**src/sv/vca_pkg.sv**
```systemverilog
// Shared types, codes and helpers for the voice channel allocator.
`timescale 1ns / 1ps
`default_nettype none

package vca_pkg;

  localparam int unsigned ChanW          = 4;
  localparam int unsigned CntW           = 5;
  localparam int unsigned ChanLimit      = 16;
  localparam int unsigned MaxChannelsDef = 16;
  localparam logic [CntW-1:0] ActiveReset = 5'd16;

  localparam logic REG_ACTIVE  = 1'b0;
  localparam logic REG_DISABLE = 1'b1;

  typedef enum logic [1:0] {
    MODE_FREE = 2'd0,
    MODE_BUSY = 2'd1,
    MODE_RES  = 2'd2
  } mode_e;

  typedef enum logic [1:0] {
    ST_OK   = 2'd0,
    ST_NONE = 2'd1,
    ST_BAD  = 2'd2,
    ST_OFF  = 2'd3
  } status_e;

  typedef enum logic [1:0] {
    EV_NONE       = 2'd0,
    EV_SAMPLE_END = 2'd1,
    EV_RELEASED   = 2'd2
  } event_e;

  typedef enum logic [2:0] {
    CMD_RESERVE     = 3'd0,
    CMD_RELEASE     = 3'd1,
    CMD_PLAY        = 3'd2,
    CMD_FINISHED    = 3'd3,
    CMD_RELEASE_ALL = 3'd4,
    CMD_SET_NOTIFY  = 3'd5,
    CMD_CLR_NOTIFY  = 3'd6
  } cmd_e;

  typedef enum logic [2:0] {
    S_IDLE = 3'b001,
    S_RUN  = 3'b010,
    S_FIN  = 3'b100
  } state_e;

  typedef struct packed {
    logic             en;
    logic [ChanW-1:0] idx;
    mode_e            mode;
    logic             ntf;
  } tbl_wr_t;

  typedef struct packed {
    logic            en;
    logic [CntW-1:0] live;
  } tbl_shrink_t;

  function automatic logic [CntW-1:0] live_count(input logic [CntW-1:0] a,
                                                 input logic [CntW-1:0] lim);
    logic [CntW-1:0] n;
    n = a;
    if (n == '0) n = 5'd1;
    if (n > lim) n = lim;
    return n;
  endfunction

endpackage

`default_nettype wire

```
**src/sv/voice_channel_allocator.sv**
```systemverilog
// The final word loads in state S_FIN, entered from the last table step, or from accept
// when no step is needed (disabled, bad channel, zero loop count, unused command code).
// Steps: 1 for a single-channel command, 1 to live_count for reserve and play, live_count
// for release-all; a release-all step on a reserved, notified channel waits while a word waits.
// Throughput: one command at a time; the final load holds while a word waits.
// Reset: all channels free, notify marks clear, 16 active channels, sound enabled.
`timescale 1ns / 1ps
`default_nettype none

module voice_channel_allocator import vca_pkg::*; #(
  parameter int unsigned MAX_CHANNELS = MaxChannelsDef
) (
  input  wire logic        clk_i,
  input  wire logic        rst_ni,
  input  wire logic        s_axis_tvalid,
  output logic             s_axis_tready,
  input  wire logic [15:0] s_axis_tdata,   // command[2:0], channel[6:3], loop_count[14:7]
  output logic             m_axis_tvalid,
  input  wire logic        m_axis_tready,
  output logic [7:0]       m_axis_tdata,   // status[1:0], granted_channel[5:2], event_res[7:6]
  output logic             m_axis_tlast,
  input  wire logic        psel,
  input  wire logic        penable,
  input  wire logic        pwrite,
  input  wire logic [2:0]  paddr,
  input  wire logic [31:0] pwdata,
  output logic [31:0]      prdata,
  output logic             pready
);

  localparam int unsigned LiveMax = (MAX_CHANNELS > ChanLimit) ? ChanLimit : MAX_CHANNELS;
  localparam logic [CntW-1:0] LiveMaxC = CntW'(LiveMax);

  state_e           state_q, state_d;
  cmd_e             cmd_q, cmd_d;
  logic [ChanW-1:0] ch_q, ch_d;
  logic [CntW-1:0]  n_q, n_d;
  logic [ChanW-1:0] idx_q, idx_d;
  logic             bf_q, bf_d;
  logic [ChanW-1:0] bi_q, bi_d;
  status_e          rst_q, rst_d;
  logic [ChanW-1:0] rch_q, rch_d;
  event_e           rev_q, rev_d;

  logic             mv_q, mv_d;
  status_e          mst_q, mst_d;
  logic [ChanW-1:0] mch_q, mch_d;
  event_e           mev_q, mev_d;
  logic             mlast_q, mlast_d;

  logic [CntW-1:0]  active_q;
  logic             dis_q;

  mode_e            rd_mode;
  logic             rd_ntf;
  tbl_wr_t          wr;
  tbl_shrink_t      shrink;

  cmd_e             in_cmd;
  logic [ChanW-1:0] in_ch;
  logic [7:0]       in_loops;
  logic [CntW-1:0]  in_n;
  logic             in_range;
  logic             out_free;
  logic             last_ent;
  logic             cfg_wr;

  assign in_cmd   = cmd_e'(s_axis_tdata[2:0]);
  assign in_ch    = s_axis_tdata[6:3];
  assign in_loops = s_axis_tdata[14:7];
  assign in_n     = live_count(active_q, LiveMaxC);
  assign in_range = {1'b0, in_ch} < in_n;
  assign out_free = !mv_q || m_axis_tready;
  assign last_ent = ({1'b0, idx_q} + 5'd1) == n_q;

  assign s_axis_tready = (state_q == S_IDLE);

  vca_table #(
    .MAX_CHANNELS (MAX_CHANNELS)
  ) u_table (
    .clk_i     (clk_i),
    .rst_ni    (rst_ni),
    .rd_idx_i  (idx_q),
    .rd_mode_o (rd_mode),
    .rd_ntf_o  (rd_ntf),
    .wr_i      (wr),
    .shrink_i  (shrink)
  );

  always_comb begin
    state_d = state_q;
    cmd_d   = cmd_q;
    ch_d    = ch_q;
    n_d     = n_q;
    idx_d   = idx_q;
    bf_d    = bf_q;
    bi_d    = bi_q;
    rst_d   = rst_q;
    rch_d   = rch_q;
    rev_d   = rev_q;
    mv_d    = mv_q && !m_axis_tready;
    mst_d   = mst_q;
    mch_d   = mch_q;
    mev_d   = mev_q;
    mlast_d = mlast_q;
    wr      = '{en: 1'b0, idx: idx_q, mode: MODE_FREE, ntf: 1'b0};

    case (state_q)
      S_IDLE: begin
        if (s_axis_tvalid) begin
          cmd_d = in_cmd;
          ch_d  = in_ch;
          n_d   = in_n;
          bf_d  = 1'b0;
          idx_d = '0;
          rev_d = EV_NONE;
          rch_d = '0;
          if (dis_q) begin
            rst_d   = ST_OFF;
            state_d = S_FIN;
          end else begin
            case (in_cmd)
              CMD_RESERVE, CMD_RELEASE_ALL: begin
                state_d = S_RUN;
              end
              CMD_PLAY: begin
                if (in_loops == '0) begin
                  rst_d   = ST_OK;
                  state_d = S_FIN;
                end else begin
                  state_d = S_RUN;
                end
              end
              CMD_RELEASE, CMD_FINISHED, CMD_SET_NOTIFY, CMD_CLR_NOTIFY: begin
                idx_d = in_ch;
                rch_d = in_ch;
                if (in_range) begin
                  state_d = S_RUN;
                end else begin
                  rst_d   = ST_BAD;
                  state_d = S_FIN;
                end
              end
              default: begin
                rst_d   = ST_BAD;
                rch_d   = in_ch;
                state_d = S_FIN;
              end
            endcase
          end
        end
      end

      S_RUN: begin
        case (cmd_q)
          CMD_RESERVE, CMD_PLAY: begin
            if (rd_mode == MODE_FREE) begin
              wr.en   = 1'b1;
              wr.idx  = idx_q;
              wr.mode = (cmd_q == CMD_RESERVE) ? MODE_RES : MODE_BUSY;
              wr.ntf  = (cmd_q == CMD_RESERVE) ? 1'b0 : rd_ntf;
              rst_d   = ST_OK;
              rch_d   = idx_q;
              state_d = S_FIN;
            end else if (last_ent) begin
              if ((cmd_q == CMD_RESERVE) && (bf_q || (rd_mode == MODE_BUSY))) begin
                wr.en   = 1'b1;
                wr.idx  = bf_q ? bi_q : idx_q;
                wr.mode = MODE_RES;
                wr.ntf  = 1'b0;
                rst_d   = ST_OK;
                rch_d   = bf_q ? bi_q : idx_q;
              end else begin
                rst_d   = ST_NONE;
                rch_d   = '0;
              end
              state_d = S_FIN;
            end else begin
              idx_d = idx_q + 4'd1;
              if ((rd_mode == MODE_BUSY) && !bf_q) begin
                bf_d = 1'b1;
                bi_d = idx_q;
              end
            end
          end

          CMD_RELEASE_ALL: begin
            if (!((rd_mode == MODE_RES) && rd_ntf && !out_free)) begin
              if (rd_mode == MODE_RES) begin
                wr.en   = 1'b1;
                wr.mode = MODE_FREE;
                wr.ntf  = 1'b0;
                if (rd_ntf) begin
                  mv_d    = 1'b1;
                  mst_d   = ST_OK;
                  mch_d   = idx_q;
                  mev_d   = EV_RELEASED;
                  mlast_d = 1'b0;
                end
              end
              if (last_ent) begin
                rst_d   = ST_OK;
                rch_d   = '0;
                state_d = S_FIN;
              end else begin
                idx_d = idx_q + 4'd1;
              end
            end
          end

          CMD_RELEASE: begin
            if (rd_mode != MODE_RES) begin
              rst_d = ST_BAD;
            end else begin
              wr.en   = 1'b1;
              wr.mode = MODE_FREE;
              wr.ntf  = 1'b0;
              rst_d   = ST_OK;
            end
            state_d = S_FIN;
          end

          CMD_FINISHED: begin
            if (rd_mode == MODE_FREE) begin
              rst_d = ST_BAD;
            end else if (rd_mode == MODE_BUSY) begin
              wr.en   = 1'b1;
              wr.mode = MODE_FREE;
              wr.ntf  = rd_ntf;
              rst_d   = ST_OK;
            end else begin
              rst_d = ST_OK;
              rev_d = rd_ntf ? EV_SAMPLE_END : EV_NONE;
            end
            state_d = S_FIN;
          end

          CMD_SET_NOTIFY, CMD_CLR_NOTIFY: begin
            if ((rd_mode != MODE_RES) || (rd_ntf == (cmd_q == CMD_SET_NOTIFY))) begin
              rst_d = ST_BAD;
            end else begin
              wr.en   = 1'b1;
              wr.mode = MODE_RES;
              wr.ntf  = (cmd_q == CMD_SET_NOTIFY);
              rst_d   = ST_OK;
            end
            state_d = S_FIN;
          end

          default: begin
            rst_d   = ST_BAD;
            state_d = S_FIN;
          end
        endcase
      end

      S_FIN: begin
        if (out_free) begin
          mv_d    = 1'b1;
          mst_d   = rst_q;
          mch_d   = rch_q;
          mev_d   = rev_q;
          mlast_d = 1'b1;
          state_d = S_IDLE;
        end
      end

      default: begin
        state_d = S_IDLE;
      end
    endcase
  end

  assign cfg_wr      = psel && penable && pwrite && pready;
  assign shrink.en   = cfg_wr && (paddr[2] == REG_ACTIVE);
  assign shrink.live = live_count(pwdata[CntW-1:0], LiveMaxC);

  always_ff @(posedge clk_i or negedge rst_ni) begin
    if (!rst_ni) begin
      state_q  <= S_IDLE;
      mv_q     <= 1'b0;
      active_q <= ActiveReset;
      dis_q    <= 1'b0;
    end else begin
      state_q <= state_d;
      mv_q    <= mv_d;
      if (cfg_wr) begin
        if (paddr[2] == REG_ACTIVE) begin
          active_q <= pwdata[CntW-1:0];
        end else begin
          dis_q <= pwdata[0];
        end
      end
    end
  end

  always_ff @(posedge clk_i) begin
    cmd_q   <= cmd_d;
    ch_q    <= ch_d;
    n_q     <= n_d;
    idx_q   <= idx_d;
    bf_q    <= bf_d;
    bi_q    <= bi_d;
    rst_q   <= rst_d;
    rch_q   <= rch_d;
    rev_q   <= rev_d;
    mst_q   <= mst_d;
    mch_q   <= mch_d;
    mev_q   <= mev_d;
    mlast_q <= mlast_d;
  end

  assign m_axis_tvalid = mv_q;
  assign m_axis_tdata  = {mev_q, mch_q, mst_q};
  assign m_axis_tlast  = mlast_q;

  assign pready = 1'b1;
  assign prdata = (paddr[2] == REG_ACTIVE) ? {27'd0, active_q} : {31'd0, dis_q};

endmodule

`default_nettype wire

```
**src/sv/vca_table.sv**
```systemverilog
// Channel table: mode and notify mark per channel, one read and one write port.
`timescale 1ns / 1ps
`default_nettype none

module vca_table import vca_pkg::*; #(
  parameter int unsigned MAX_CHANNELS = MaxChannelsDef
) (
  input  wire logic             clk_i,
  input  wire logic             rst_ni,
  input  wire logic [ChanW-1:0] rd_idx_i,
  output mode_e                 rd_mode_o,
  output logic                  rd_ntf_o,
  input  wire tbl_wr_t          wr_i,
  input  wire tbl_shrink_t      shrink_i
);

  localparam int unsigned Depth = (MAX_CHANNELS > ChanLimit) ? ChanLimit : MAX_CHANNELS;
  localparam int unsigned IdxW  = (Depth > 1) ? $clog2(Depth) : 1;

  mode_e mode_q [Depth];
  logic  ntf_q  [Depth];

  always_ff @(posedge clk_i or negedge rst_ni) begin
    if (!rst_ni) begin
      for (int i = 0; i < Depth; i++) begin
        mode_q[i] <= MODE_FREE;
        ntf_q[i]  <= 1'b0;
      end
    end else begin
      for (int i = 0; i < Depth; i++) begin
        if (shrink_i.en && (CntW'(i) >= shrink_i.live)) begin
          mode_q[i] <= MODE_FREE;
          ntf_q[i]  <= 1'b0;
        end else if (wr_i.en && (wr_i.idx == ChanW'(i))) begin
          mode_q[i] <= wr_i.mode;
          ntf_q[i]  <= wr_i.ntf;
        end
      end
    end
  end

  assign rd_mode_o = mode_q[rd_idx_i[IdxW-1:0]];
  assign rd_ntf_o  = ntf_q[rd_idx_i[IdxW-1:0]];

endmodule

`default_nettype wire

```
**config.mk**
```make
export PLATFORM = sky130hd
export DESIGN_NAME = voice_channel_allocator
export DESIGN_NICKNAME = d
export VERILOG_FILES = /design/src/sv/vca_pkg.sv /design/src/sv/voice_channel_allocator.sv /design/src/sv/vca_table.sv
export SDC_FILE = /design/constraint.sdc
export NUM_CORES = 1
export LEC_CHECK = 0
export ABC_AREA = 1
export BUFFER_PORTS_ARGS = -buffer_cell sky130_fd_sc_hd__clkbuf_2
export CAP_MARGIN = 30
export CORE_UTILIZATION = 57
export DETAILED_ROUTE_END_ITERATION = 8
export GPL_ROUTABILITY_DRIVEN = 0
export PLACE_DENSITY_LB_ADDON = 0.1
export SYNTH_ARGS = -nofsm -noshare
export SYNTH_HDL_FRONTEND = slang
export SYNTH_SLANG_ARGS = --single-unit
```
**constraint.sdc**
```tcl
create_clock -name clk_i -period 4 [get_ports clk_i]
set_clock_uncertainty 0.2 [all_clocks]
set_input_delay 0.4 -clock clk_i [delete_from_list [all_inputs] [get_ports clk_i]]
set_output_delay 0.4 -clock clk_i [all_outputs]
set_load 0.05 [all_outputs]
```
==> qor.csv, run 1 <==
metric,value,unit
# IOs,102,
Core Box Area,0.00977,mm2
via count normalized by instance count,5.55,
worst-path fanout max,23,
placed instance area,0.00593,mm2
die width,102,um
number of global-route vias before repair,4577,
cell family with most CP delay,simple AND/OR/NAND/NOR gates,
root buf cell,clkbuf_8,
nets,863,
final instance area,0.00611,mm2
"Clk pin slew, worst setup/hold paths",0.10,ns
Period minus WS final,3.57,ns
Initial Util,0.588,
vias after detailed routing,5210,
number of distinct library cells after synthesis,43,
global-route usage over all layers,0.282,
VDD IR-drop max,0.302,mV
Most Crowded Layer GR,met2,
number of synthesized register bits,91,
Critical Path Most Common Cell,nand2_1,
"Cell Area, Synth",0.00575,mm2
DR WL/cell,14.8,um
Mapped Cells,764,
PortBufs,43,
Critical Path Sink Type,flop,
initial DRC count,343,
Critical Path Start Type,flop,
Pins Over Slew Limit,0,
CP arrival,3.63,ns
std cell rows,36,
Clock Latency Late Sink,0.38,ns
HP Class,input port to flop,
P&R area growth vs syn,6.23,%
final setup vio count,0,
"Largest stage delay, worst path",0.52,ns
die footprint,0.0105,mm2
Fin. Hold Viols,0,
"area leader, netlist",dfrtp_1,
Layout fillers,878,
most frequent cells in the layout,"nand2_1, nand3_1, inv_1",
RSZ-0062 raised after global routing,false,
# diodes,0,
WP data required,4.06,ns
first-pass GRT wire length,22200,um
pwr dens,595,mW/mm2
Post-CTS Setup Repair Bufs,0,
clk sink count,91,
share of cells above drive strength 1,0.135,
"Core Util, Final",0.625,
"most common cell after layout, fill and taps aside",nand2_1,
largest net degree at the start of global routing,33,
GR Util met1,0.402,
crit-path cells,inv_2 -> nand2_1 -> nand3_1 -> nand3_1 -> nand3_1 -> nand2_1 -> inv_2 -> nand2_2 -> a21oi_4 -> nand2_2 -> nand2_1 -> nand2_2 -> inv_2 -> nand2_1 -> nor2_2 -> nand2_1 -> nand3_1 -> nand2_1,
TNS Setup,0,ns
multi-input logic area,0.00265,mm2
grt total ovfl,0,
Post-DP HPWL,10300,um
antenna-violating nets left,0,
clk buf depth,2,
H-tree depth,3,
register area share after synthesis,0.425,
Fmax,280,MHz
Rel. slew slack,0.442,
initial antenna violation count,0,
Worst Path Buf+Inv,3,
DRT Pass-1 Iters,5,
CTS Buf Count,9,
Post-synth EDFFs,33,
worst hold slack,0.0144,ns
Worst-Margin Slew,0.836,ns
Routed WL,13900,um
top-area cell type share of the netlist area,0.244,
leakage power,0.00299,uW
Post-synth top flop,dfrtp_1,
flip-flop and latch area,0.00244,mm2
drc violations,0,
die height,102,um
Synth warnings,0,
grt met2 use,0.436,
status,"complete, no violations",
total power,3630,uW
Max Cap Viol,0,
Async SR Flop Fraction,0.637,
M3 GR Usage,0.0431,
critical path's slowest cell,edfxtp_1,
Crit Path Class,flop to flop,
Final period util,0.893,
Area contributors post-synth,"dfrtp_1, edfxtp_1, nand2_1",
Synth Area per Inst,7.52,um2
CTS tree,built,
## worst register-to-register path, cell delays in order, from the launching register on
cell and delay, ns:
edfxtp_1 0.52, inv_2 0.39, nand2_1 0.13, nand3_1 0.10
nand3_1 0.08, nand3_1 0.11, nand2_1 0.18, inv_2 0.15
nand2_2 0.09, a21oi_4 0.26, nand2_2 0.10, nand2_1 0.08
nand2_2 0.09, inv_2 0.07, nand2_1 0.07, nor2_2 0.46
nand2_1 0.20, nand3_1 0.12, nand2_1 0.05
## synth_stat cells (10+ instances only)
cell      instances
nand2_1         190
nand3_1          90
inv_1            88
nor2_1           68
dfrtp_1          56
nand4_1          46
buf_4            39
o21ai_0          35
edfxtp_1         33
a21oi_1          17
inv_2            10
nand2_2          10
## state kept, by name (all words and copies together) (netlist names)
signal / cells
rev_q: 1
active_q: 5
bi_q: 4
u_table.mode_q: 32
u_table.ntf_q: 16
rst_q: 2
state_q: 3
idx_q: 4
m_axis_tvalid: 1
n_q: 5
dis_q: 1
mst_q: 2
mev_q: 2
m_axis_tlast: 1
rch_q: 4
bf_q: 1
cmd_q: 3
mch_q: 4
## worst paths after layout
path                                      end  cells after the start               start  slack, ns
min                                  cmd_q[1]                      1     s_axis_tdata[1]       0.01
max                          u_table.ntf_q[4]                     18            idx_q[0]       0.43
min in group asynchronous       m_axis_tvalid                      2              rst_ni       0.45
max in group asynchronous         active_q[4]                      3              rst_ni       2.22
max reg2reg                  u_table.ntf_q[4]                     18            idx_q[0]       0.43
min reg2reg                u_table.mode_q[30]                      2  u_table.mode_q[30]       0.30
## routing by layer
layer / part of all wire / up-vias
li1: - / 2546
met1: 0.45 / 2414
met2: 0.46 / 228
met3: 0.072 / 22
met4: 0.018 / 0
met5: 0 / -
## cell families after synthesis
kind of cell               synth area share
and+or+nand+nor                       0.348
buffers and inverters                 0.131
adders and majority gates           0.00871
xor gates and xnor gates             0.0104
AOI/OAI and AO/OA                    0.0755
DFF                                   0.425
other                               0.00131
## per-stage QoR
| stage | std cells | setup WS, ns |
|---|---|---|
| 2_1_floorplan | 790 | 0.955 |
| 3_3_place_gp | 922 | 0.540 |
| 3_5_place_dp | 922 | 0.545 |
| 4_1_cts | 939 | 0.523 |
| 5_1_grt | 939 | 0.0929 |
| 6_report | 939 | 0.429 |
## power breakdown
part | total, uW | switching, uW | internal (uW)
Clock | 560 | 338 | 222
Sequential | 1310 | 133 | 1180
Combinational | 1760 | 1290 | 476
## cell type report
| class | instances | area share |
|---|---|---|
| flip-flops and latches | 91 | 0.400 |
| well taps | 133 | 0.0273 |
| clock inverters | 7 | 0.00738 |
| inverters | 98 | 0.0602 |
| multi-input cells | 546 | 0.434 |
| clock buffers | 9 | 0.0203 |
| repair buffers | 55 | 0.0504 |
## repair_timing
action,CTS,global route
endpoints found under the hold margin,30,0
resized for setup,0,0
hold buffers,1,0
No activity file was read; power rests on OpenSTA's default activity.
==> run 2, diff against run 1 <==
- CORE_UTILIZATION: 57 -> 58
- CTS_BUF_LIST: not set -> sky130_fd_sc_hd__clkbuf_8
==> run 2 against run 1 <==
  * Combinational power is essentially flat
  * Count of clock-buffer cells in the layout increased by 1
  * Power is 1.6% higher
  * Via count decreased by 0.25%
  * Sequential power about the same
  * First-iteration DRC count increased by 4.4%
  * Register-to-register slack barely moved
  * Die area decreased by 1.7%
  * Core utilization grew 2.5 points
  * Highest routed layer unchanged
  * Non-clock buffer count decreased by 1
==> qor.csv, run 2 (synthesis results as in run 1) <==
metric,value,unit,change
status,"complete, no violations",,
leakage power,0.00301,uW,+0.67%
drc violations,0,,unchanged
total power,3690,uW,+1.6%
die footprint,0.0103,mm2,-1.7%
Critical Path Sink,u_table.mode_q[31],,
cell-internal power,1950,uW,+3.9%
initial DRC count,358,,+4.4%
H-tree depth,3,,unchanged
share of cells above drive strength 1,0.134,,-0.00107
worst-path fanout max,23,,unchanged
Crit. Startpoint,idx_q[0],,
nets,862,,-0.12%
first-pass GRT wire length,22300,um,+0.62%
Hold Buf Count CTS,1,,unchanged
Post-DP HPWL,9960,um,-3.1%
Initial Util,0.610,,+0.0224
critical path's slowest cell,edfxtp_1,,
cell family with most CP delay,simple AND/OR/NAND/NOR gates,,
TNS Setup,0,ns,unchanged
Rel. slew slack,0.418,,-0.0241
Final period util,0.895,,+0.00264
Critical Path Start Type,flop,,
Routed WL,13700,um,-1.1%
top flop regs,"u_table.mode_q (32), u_table.ntf_q (16)",,
Max Cap Viol,0,,unchanged
WP data required,4.05,ns,about the same
worst reg2reg setup slack,0.42,ns,about the same
CTS Buf Count,9,,unchanged
# diodes,0,,unchanged
reg-to-reg critical path endpoint,u_table.mode_q[31],,
Worst Path Buf+Inv,2,,-1
CP arrival,3.63,ns,about the same
grt total ovfl,0,,unchanged
RSZ-0062 raised after global routing,false,,
antenna-violating nets left,0,,unchanged
vias after detailed routing,5197,,-0.25%
Core Box Area,0.00942,mm2,-3.7%
Sw Share,0.472,,-0.0118
Period minus WS final,3.58,ns,+0.0106 ns
Critical Path Sink Type,flop,,
initial antenna violation count,0,,unchanged
clock share of power,0.170,,+0.016
largest net degree at the start of global routing,33,,unchanged
hold path depth,1,,unchanged
# IOs,102,,unchanged
most frequent cells in the layout,"nand2_1, inv_1, nand3_1",,
"Largest stage delay, worst path",0.51,ns,about the same
Reg2Reg Launch Point,idx_q[0],,
Comb pwr share,0.477,,-0.009
via count normalized by instance count,5.56,,+0.28%
die height,102,um,-0.85%
Pins Over Slew Limit,0,,unchanged
Psw,1740,uW,-0.89%
final instance area,0.00612,mm2,+0.20%
crit-path cells,inv_2 -> nand2_1 -> nand2_1 -> nand2_1 -> nand3_1 -> nand3_1 -> nand2_1 -> inv_2 -> nor2_1 -> nand3_1 -> nand2_1 -> nor2_1 -> nand2_1 -> nand2_4 -> nor2_2 -> nand2_1 -> nand2_1 -> o21ai_1,,
cts repair resizes,0,,unchanged
die width,102,um,-0.85%
number of global-route vias before repair,4640,,+1.4%
DRT Pass-1 Iters,8,,+3
clk sink count,91,,unchanged
"most common cell after layout, fill and taps aside",nand2_1,,
Fmax,279,MHz,-0.29%
Largest Register,u_table.mode_q,,
Clock Latency Late Sink,0.36,ns,-0.02 ns
std cell rows,35,,-2.8%
CTS tree,built,,
clk buf depth,2,,unchanged
VDD IR-drop max,0.301,mV,-0.29%
pwr dens,603,mW/mm2,+1.4%
Crit Path Class,flop to flop,,
DR WL/cell,14.7,um,-0.54%
Post-CTS Setup Repair Bufs,0,,unchanged
final setup vio count,0,,unchanged
placed instance area,0.00591,mm2,-0.21%
HP Class,input port to flop,,
P&R area growth vs syn,6.44,%,
root buf cell,clkbuf_8,,
reg2reg path depth,18,,unchanged
"Core Util, Final",0.650,,+0.0252
"Clk pin slew, worst setup/hold paths",0.09,ns,about the same
PortBufs,43,,unchanged
Flop pwr share,0.353,,-0.007
global-route usage over all layers,0.285,,+0.00278
Largest register FFs,32,,unchanged
Fin. Hold Viols,0,,unchanged
Worst-Margin Slew,0.873,ns,+0.0362 ns
number of cells on the critical path,18,,unchanged
Critical Path Most Common Cell,nand2_1,,
-- run 2: cell types whose count changed in the layout (fill, tap and decap cells not counted) --
| cell | change |
|---|---|
| buf_4 | -1 |
| clkinv_4 | -2 |
| inv_4 | +1 |
| clkbuf_8 | +1 |
| clkinv_1 | -2 |
| bufinv_16 | +1 |
| inv_1 | +2 |
| clkinvlp_4 | -1 |
-- run 2: worst min path at each step --
stage                     slack (ns)                 to              start
after floorplan                 -0.1        active_q[0]             rst_ni
after global placement          0.28   u_table.ntf_q[3]   u_table.ntf_q[3]
after detailed placement        0.28  u_table.ntf_q[15]  u_table.ntf_q[15]
after CTS                       0.03           cmd_q[1]    s_axis_tdata[1]
after global routing            0.04           cmd_q[1]    s_axis_tdata[1]
final                           0.03           cmd_q[1]    s_axis_tdata[1]
-- run 2: worst register-to-register path: stages, from the launching register on --
cell and delay, ns:
edfxtp_1 0.51, inv_2 0.40, nand2_1 0.10, nand2_1 0.09, nand2_1 0.06, nand3_1 0.10, nand3_1 0.09, nand2_1 0.21
inv_2 0.10, nor2_1 0.24, nand3_1 0.14, nand2_1 0.08, nor2_1 0.04, nand2_1 0.09, nand2_4 0.11, nor2_2 0.49
nand2_1 0.26, nand2_1 0.11, o21ai_1 0.06
-- run 2: power groups by stage --
stage	clock network (uW)	registers (uW)	logic [uW]
6_report	627	1300	1760
5_1_grt	658	1330	1930
4_1_cts	627	1300	1740
3_5_place_dp	0	1320	1730
3_3_place_gp	0	1320	1690
2_1_floorplan	0	1340	1380
-- run 2: cell type report --
cell class / count / area (um2)
Multi-Input combinational cell: 546 / 2650
Fill cell: 841 / 3300
Inverter: 98 / 368
Sequential cell: 91 / 2440
Timing Repair Buffer: 54 / 300
Clock buffer: 10 / 138
Tap cell: 129 / 161
Clock inverter: 6 / 56.3
-- run 2: per-layer routing --
metal	vias up	track usage	part of all wire
met1	2430	0.404	0.45
li1	2535	-	-
met4	0	0.0847	0.016
met3	21	0.0352	0.068
met2	211	0.459	0.46
met5	-	0	0
-- run 2: metrics by stage --
stage	worst slack (ns)	hold WS (ns)	cells
floorplan	0.955	-0.0956	790
global placement	0.550	0.276	917
detailed placement	0.508	0.280	917
CTS	0.489	0.0262	934
global route	0.0548	0.0353	934
finish	0.419	0.0324	934
